[src/rtl/agcm_pkg.sv]
// shared types, constants and functions of the aes-128-gcm stream block
package agcm_pkg;

    localparam int RK_DEPTH   = 22;
    localparam int RK_AW      = 5;
    localparam int GH_DIGIT   = 8;

    localparam logic [1:0] KIND_AAD    = 2'd0;
    localparam logic [1:0] KIND_TEXT   = 2'd1;
    localparam logic [1:0] KIND_FINISH = 2'd2;
    localparam logic [1:0] KIND_UNUSED = 2'd3;

    localparam logic [2:0] ST_TEXT     = 3'd0;
    localparam logic [2:0] ST_TAG      = 3'd1;
    localparam logic [2:0] ST_MATCH    = 3'd2;
    localparam logic [2:0] ST_MISMATCH = 3'd3;
    localparam logic [2:0] ST_ORDER    = 3'd4;

    localparam logic [2:0] REG_KEY_HI   = 3'd0;
    localparam logic [2:0] REG_KEY_LO   = 3'd1;
    localparam logic [2:0] REG_NONCE_HI = 3'd2;
    localparam logic [2:0] REG_NONCE_LO = 3'd3;
    localparam logic [2:0] REG_MODE     = 3'd4;

    localparam logic [1:0] PH_AAD    = 2'd0;
    localparam logic [1:0] PH_TEXT   = 2'd1;
    localparam logic [1:0] PH_CLOSED = 2'd2;

    localparam logic [7:0] GF_POLY  = 8'h1b;
    localparam logic [7:0] GH_POLY  = 8'he1;

    typedef logic [127:0] t_block;

    // ghash multiply request and result between top and multiplier
    typedef struct packed {
        logic   start;
        t_block x;
        t_block h;
    } t_gh_req;

    typedef struct packed {
        logic   busy;
        logic   done;
        t_block z;
    } t_gh_rsp;

    function automatic logic [7:0] sbox(input logic [7:0] a);
        logic [7:0] s [256];
        s = '{
        8'h63,8'h7c,8'h77,8'h7b,8'hf2,8'h6b,8'h6f,8'hc5,8'h30,8'h01,8'h67,8'h2b,8'hfe,8'hd7,8'hab,8'h76,
        8'hca,8'h82,8'hc9,8'h7d,8'hfa,8'h59,8'h47,8'hf0,8'had,8'hd4,8'ha2,8'haf,8'h9c,8'ha4,8'h72,8'hc0,
        8'hb7,8'hfd,8'h93,8'h26,8'h36,8'h3f,8'hf7,8'hcc,8'h34,8'ha5,8'he5,8'hf1,8'h71,8'hd8,8'h31,8'h15,
        8'h04,8'hc7,8'h23,8'hc3,8'h18,8'h96,8'h05,8'h9a,8'h07,8'h12,8'h80,8'he2,8'heb,8'h27,8'hb2,8'h75,
        8'h09,8'h83,8'h2c,8'h1a,8'h1b,8'h6e,8'h5a,8'ha0,8'h52,8'h3b,8'hd6,8'hb3,8'h29,8'he3,8'h2f,8'h84,
        8'h53,8'hd1,8'h00,8'hed,8'h20,8'hfc,8'hb1,8'h5b,8'h6a,8'hcb,8'hbe,8'h39,8'h4a,8'h4c,8'h58,8'hcf,
        8'hd0,8'hef,8'haa,8'hfb,8'h43,8'h4d,8'h33,8'h85,8'h45,8'hf9,8'h02,8'h7f,8'h50,8'h3c,8'h9f,8'ha8,
        8'h51,8'ha3,8'h40,8'h8f,8'h92,8'h9d,8'h38,8'hf5,8'hbc,8'hb6,8'hda,8'h21,8'h10,8'hff,8'hf3,8'hd2,
        8'hcd,8'h0c,8'h13,8'hec,8'h5f,8'h97,8'h44,8'h17,8'hc4,8'ha7,8'h7e,8'h3d,8'h64,8'h5d,8'h19,8'h73,
        8'h60,8'h81,8'h4f,8'hdc,8'h22,8'h2a,8'h90,8'h88,8'h46,8'hee,8'hb8,8'h14,8'hde,8'h5e,8'h0b,8'hdb,
        8'he0,8'h32,8'h3a,8'h0a,8'h49,8'h06,8'h24,8'h5c,8'hc2,8'hd3,8'hac,8'h62,8'h91,8'h95,8'he4,8'h79,
        8'he7,8'hc8,8'h37,8'h6d,8'h8d,8'hd5,8'h4e,8'ha9,8'h6c,8'h56,8'hf4,8'hea,8'h65,8'h7a,8'hae,8'h08,
        8'hba,8'h78,8'h25,8'h2e,8'h1c,8'ha6,8'hb4,8'hc6,8'he8,8'hdd,8'h74,8'h1f,8'h4b,8'hbd,8'h8b,8'h8a,
        8'h70,8'h3e,8'hb5,8'h66,8'h48,8'h03,8'hf6,8'h0e,8'h61,8'h35,8'h57,8'hb9,8'h86,8'hc1,8'h1d,8'h9e,
        8'he1,8'hf8,8'h98,8'h11,8'h69,8'hd9,8'h8e,8'h94,8'h9b,8'h1e,8'h87,8'he9,8'hce,8'h55,8'h28,8'hdf,
        8'h8c,8'ha1,8'h89,8'h0d,8'hbf,8'he6,8'h42,8'h68,8'h41,8'h99,8'h2d,8'h0f,8'hb0,8'h54,8'hbb,8'h16};
        return s[a];
    endfunction

    function automatic logic [7:0] xtime(input logic [7:0] a);
        return {a[6:0], 1'b0} ^ (a[7] ? GF_POLY : 8'h00);
    endfunction

    // one aes round without the key addition; last round skips mixcolumns
    function automatic t_block aes_round(input t_block s, input logic last);
        logic [7:0] b [16];
        logic [7:0] t [16];
        logic [7:0] a0, a1, a2, a3, al;
        t_block r;
        for (int i = 0; i < 16; i++) b[i] = s[127 - 8 * i -: 8];
        for (int i = 0; i < 16; i++) t[i] = sbox(b[(i + 4 * (i % 4)) % 16]);
        if (!last) begin
            for (int c = 0; c < 16; c += 4) begin
                a0 = t[c]; a1 = t[c + 1]; a2 = t[c + 2]; a3 = t[c + 3];
                al = a0 ^ a1 ^ a2 ^ a3;
                t[c]     = a0 ^ al ^ xtime(a0 ^ a1);
                t[c + 1] = a1 ^ al ^ xtime(a1 ^ a2);
                t[c + 2] = a2 ^ al ^ xtime(a2 ^ a3);
                t[c + 3] = a3 ^ al ^ xtime(a3 ^ a0);
            end
        end
        for (int i = 0; i < 16; i++) r[127 - 8 * i -: 8] = t[i];
        return r;
    endfunction

    function automatic t_block byte_mask(input logic [4:0] n);
        t_block m;
        for (int i = 0; i < 16; i++) m[127 - 8 * i -: 8] = (5'(i) < n) ? 8'hff : 8'h00;
        return m;
    endfunction

endpackage

[src/rtl/agcm_ghash.sv]
// digit-serial gf(2^128) multiplier, eight bits of x per cycle
module agcm_ghash (
    input  logic              i_clk,
    input  logic              i_rst_n,
    input  agcm_pkg::t_gh_req i_req,
    output agcm_pkg::t_gh_rsp o_rsp
);
    import agcm_pkg::*;

    localparam int STEPS = 128 / GH_DIGIT;

    logic [$clog2(STEPS+1)-1:0] r_cnt, n_cnt;
    t_block r_x, r_v, r_z, n_x, n_v, n_z;
    logic   r_busy, n_busy, r_done, n_done;

    always_comb begin
        n_x = r_x; n_v = r_v; n_z = r_z; n_cnt = r_cnt;
        n_busy = r_busy; n_done = 1'b0;
        if (i_req.start) begin
            n_x = i_req.x; n_v = i_req.h; n_z = '0;
            n_cnt = '0; n_busy = 1'b1;
        end else if (r_busy) begin
            for (int b = 0; b < GH_DIGIT; b++) begin
                if (n_x[127]) n_z = n_z ^ n_v;
                n_v = {1'b0, n_v[127:1]} ^ (n_v[0] ? {GH_POLY, 120'd0} : 128'd0);
                n_x = {n_x[126:0], 1'b0};
            end
            n_cnt = r_cnt + 1'b1;
            if (n_cnt == ($clog2(STEPS+1))'(STEPS)) begin
                n_busy = 1'b0; n_done = 1'b1;
            end
        end
    end

    always_ff @(posedge i_clk) begin
        if (!i_rst_n) begin
            r_busy <= 1'b0; r_done <= 1'b0; r_cnt <= '0;
        end else begin
            r_busy <= n_busy; r_done <= n_done; r_cnt <= n_cnt;
        end
        r_x <= n_x; r_v <= n_v; r_z <= n_z;
    end

    assign o_rsp.busy = r_busy;
    assign o_rsp.done = r_done;
    assign o_rsp.z    = r_z;

    a_done_after_busy: assert property (@(posedge i_clk) disable iff (!i_rst_n)
        r_done |-> $past(r_busy)) else $error("ghash done without busy");
    a_no_restart: assert property (@(posedge i_clk) disable iff (!i_rst_n)
        r_busy |-> !i_req.start) else $error("ghash restarted while busy");
    a_done_idle: assert property (@(posedge i_clk) disable iff (!i_rst_n)
        r_done |-> !r_busy) else $error("ghash done and busy");
endmodule

[config.mk]
export PLATFORM = sky130hd
export DESIGN_NAME = agcm_ghash
export DESIGN_NICKNAME = d
export VERILOG_FILES = /design/src/rtl/agcm_pkg.sv /design/src/rtl/agcm_ghash.sv
export SDC_FILE = /design/constraint.sdc
export NUM_CORES = 2
export LEC_CHECK = 0
export BUFFER_PORTS_ARGS = -buffer_cell sky130_fd_sc_hd__buf_2
export CORE_MARGIN = 4
export CORE_UTILIZATION = 40
export CTS_BUF_LIST = sky130_fd_sc_hd__clkbuf_16
export DETAILED_ROUTE_END_ITERATION = 8
export GPL_TIMING_DRIVEN = 0
export PLACE_DENSITY = 0.63
export SYNTH_ARGS = -nofsm -noshare
export SYNTH_HDL_FRONTEND = slang
export SYNTH_SLANG_ARGS = --single-unit
export TNS_END_PERCENT = 30
[constraint.sdc]
create_clock -name i_clk -period 4.9 [get_ports i_clk]
set_input_delay 0.735 -clock i_clk [delete_from_list [all_inputs] [get_ports i_clk]]
set_output_delay 0.735 -clock i_clk [all_outputs]
set_load 0.1 [all_outputs]
==> summary.md <==
| Metric | Value |
|---|---|
| Critical Path Fanout Max | `64` |
| Post-DRT Antenna Nets | `0` |
| Vias per inst | `4.90` |
| Hold path cells | `2` |
| Cts repair resizes | `0` |
| Asr flop ratio synth | `0` |
| RSZ-0062 raised after global routing | `false` |
| Clock Latency Late Sink | `0.60 ns` |
| Leak | `0.0135 µW` |
| Clk_skew | `0.0259 ns` |
| Hold Fails Final Rpt | `0` |
| Worst Setup SP | `r_busy` |
| Die area | `0.0771 mm²` |
| Fin util | `0.472` |
| Critical path destination | `r_v[62]` |
| Yosys warns | `0` |
| Via count | `23400` |
| Synth unique cells | `44` |
| Synthesized instance count | `3352` |
| CTS root buf | `clkbuf_16` |
| CTS tree | `built` |
| Initial DRT Pass Iterations | `7` |
| R2R cell count | `6` |
| R2r startpoint | `r_busy` |
| R2R setup slack | `0.85 ns` |
| Pwr/cell area | `503 mW/mm²` |
| Core footprint | `0.0717 mm²` |
| Seq cells post-synth | `391` |
| Cts hold-fix bufs | `0` |
| Count leader, synth | `nand2_1` |
| Die Span Y | `278 µm` |
| Max Cap Viol | `0` |
| Worst Path Required | `5.14 ns` |
| Clock Pin Slew Worst Setup and Hold Paths | `0.06 ns` |
| Synth top cells by count | `nand2_1 (1136), xnor2_1 (766), xor2_1 (262), edfxtp_1 (256), mux2_2 (243)` |
| Initial antenna violation count | `12` |
| Layout cells sized above 1 | `0.214` |
| Syn Std Cell Area | `0.0291 mm²` |
| Fmax | `247 MHz` |
| Top post-synthesis cells by area | `edfxtp_1 (26%), xnor2_1 (23%), nand2_1 (15%), mux2_2 (9.4%), dfxtp_1 (9.3%)` |
| Cell Rows | `98` |
| RePlAce Congestion | `0.897` |
| Seq/Total Area, Yosys | `0.357` |
| Area grow syn2layout | `16.3%` |
| Global-route wire length before repair | `138000 µm` |
| Rel. slew slack | `0.0880` |
| Detailed Route WL | `91900 µm` |
| Slew @ Worst Pin | `1.37 ns` |
| Clock buffer depth | `3` |
| GRT Total Usage | `0.227` |
| # clock sinks | `391` |
| Count of input and output buffers | `387` |
| Die Span X | `278 µm` |
| Setup crit start kind | `flip-flop` |
| NumNets Final | `4052` |
| Filler Cell Count | `6945` |
| Max H-tree Level | `2` |
| Placed standard-cell area | `0.0323 mm²` |
| Yosys top cell by area | `edfxtp_1` |
| CP arrival | `4.29 ns` |
| CTS Buf Count | `46` |
| Status | `finished clean` |
| Min Tclk post-route | `4.05 ns` |
| CP endpoint kind | `flip-flop` |
| Slew Viols, Final | `0` |
| Reg-to-reg endpoint | `r_v[62]` |
| Wirelength per Cell | `19.2 µm` |
| Synth Flop Type | `edfxtp_1` |
| 1st-iter DRT viols | `1654` |
| Worst vdd ir | `0.000444 V` |
| # Post-CTS Setup Buffers | `0` |
| DP Wirelength | `66700 µm` |
| Synth top area share | `0.264` |
| I/O pins | `389` |
| Crit path kind | `flip-flop to flip-flop` |
| Worst hold margin | `0.404 ns` |
| Total grt overflow | `0` |
| Post-route cell area | `0.0338 mm²` |
| Number of setup violations in the final report | `0` |
| Synth Area per Inst | `8.68 µm²` |
| # DRC | `0` |
| Syn nets | `3613` |
| Vias in the first global route | `23100` |
| Pin count of the biggest net entering global routing | `68` |
| Final Cycle Share | `0.827` |
| EDFF count, synth | `256` |
| HP Class | `primary input to flip-flop` |
| Initial Utilization | `0.406` |
-- worst max-delay path, cell delays in order (launching register included) --
cell	delay [ns]
dfxtp_1	0.33
clkbuf_1	0.65
clkbuf_1	1.01
clkbuf_1	0.52
or2_4	0.44
buf_16	0.32
buf_16	0.30
-- power breakdown --
| group | internal (µW) | switching [µW] |
|---|---|---|
| clock | 1970 | 1450 |
| sequential | 4180 | 336 |
| combinational | 2960 | 6130 |
| total | 9110 | 7920 |
-- cells in the final DEF, fill, tap and decap left out, types with 8 or more instances in the layout --
cell type and instances:
clkbuf_1 182, clkinv_1 9, a21oi_1 19, xnor2_1 766, a211oi_1 8, buf_4 9
o21ai_0 9, buf_1 12, edfxtp_1 256, nor2_1 143, clkbuf_16 49, dfxtp_1 135
and2_1 8, buf_2 486, nand2_1 1136, xor2_1 262, mux2_2 243, inv_1 19
-- state kept, by name, summed over array words and instances, names as in the netlist --
signal	cells
r_v	128
r_x	128
r_z	128
r_cnt	5
r_busy	1
r_done	1
-- cell type report --
class	count	area [µm²]	share of cell area
antenna	6	15.0	0.000444
buffer	305	1320	0.0390
clock buffer	49	1230	0.0362
clock inverter	37	270	0.00799
inverter	6	22.5	0.000666
multi-input combinational	2650	17400	0.513
sequential	391	10400	0.307
tap	950	1190	0.0351
timing repair buffer	391	2050	0.0605
-- per-layer routing --
layer / routed length (µm) / share of wire / track usage
met5: 86 / 0.00094 / 0
met4: 3090 / 0.034 / 0.0769
met3: 6850 / 0.075 / 0.0501
met2: 43600 / 0.47 / 0.381
met1: 38300 / 0.42 / 0.291
-- worst min path at each step --
stage | startpoint | to | slack (ns)
2_1_floorplan | r_cnt[4] | r_cnt[4] | 0.48
3_3_place_gp | r_z[43] | r_z[43] | 0.49
3_5_place_dp | r_z[95] | r_z[95] | 0.49
4_1_cts | i_rst_n | r_busy | 0.36
5_1_grt | i_rst_n | r_busy | 0.39
6_report | i_rst_n | r_busy | 0.40
-- kinds of logic after synthesis --
logic type	Yosys count	share of synthesized area
adders and majority gates	2	0.000860
and+or+nand+nor	1307	0.171
muxes	249	0.0961
xor gates and xnor gates	1039	0.317
buffers and inverters	311	0.0461
DFF	391	0.357
AOI/OAI and AO/OA	53	0.0115
-- through the flow --
step / setup TNS [ns] / setup slack (ns) / power [µW] / std cells
detailed placement: 0 / 0.790 / 13600 / 4693
finish: 0 / 0.848 / 17000 / 4785
global placement: -259.82 / -1.05 / 13600 / 4689
global route: 0 / 0.673 / 17900 / 4781
CTS: 0 / 0.757 / 17100 / 4779
floorplan: 0 / 1.10 / 11800 / 3352
(Power assumes the default switching activity.)
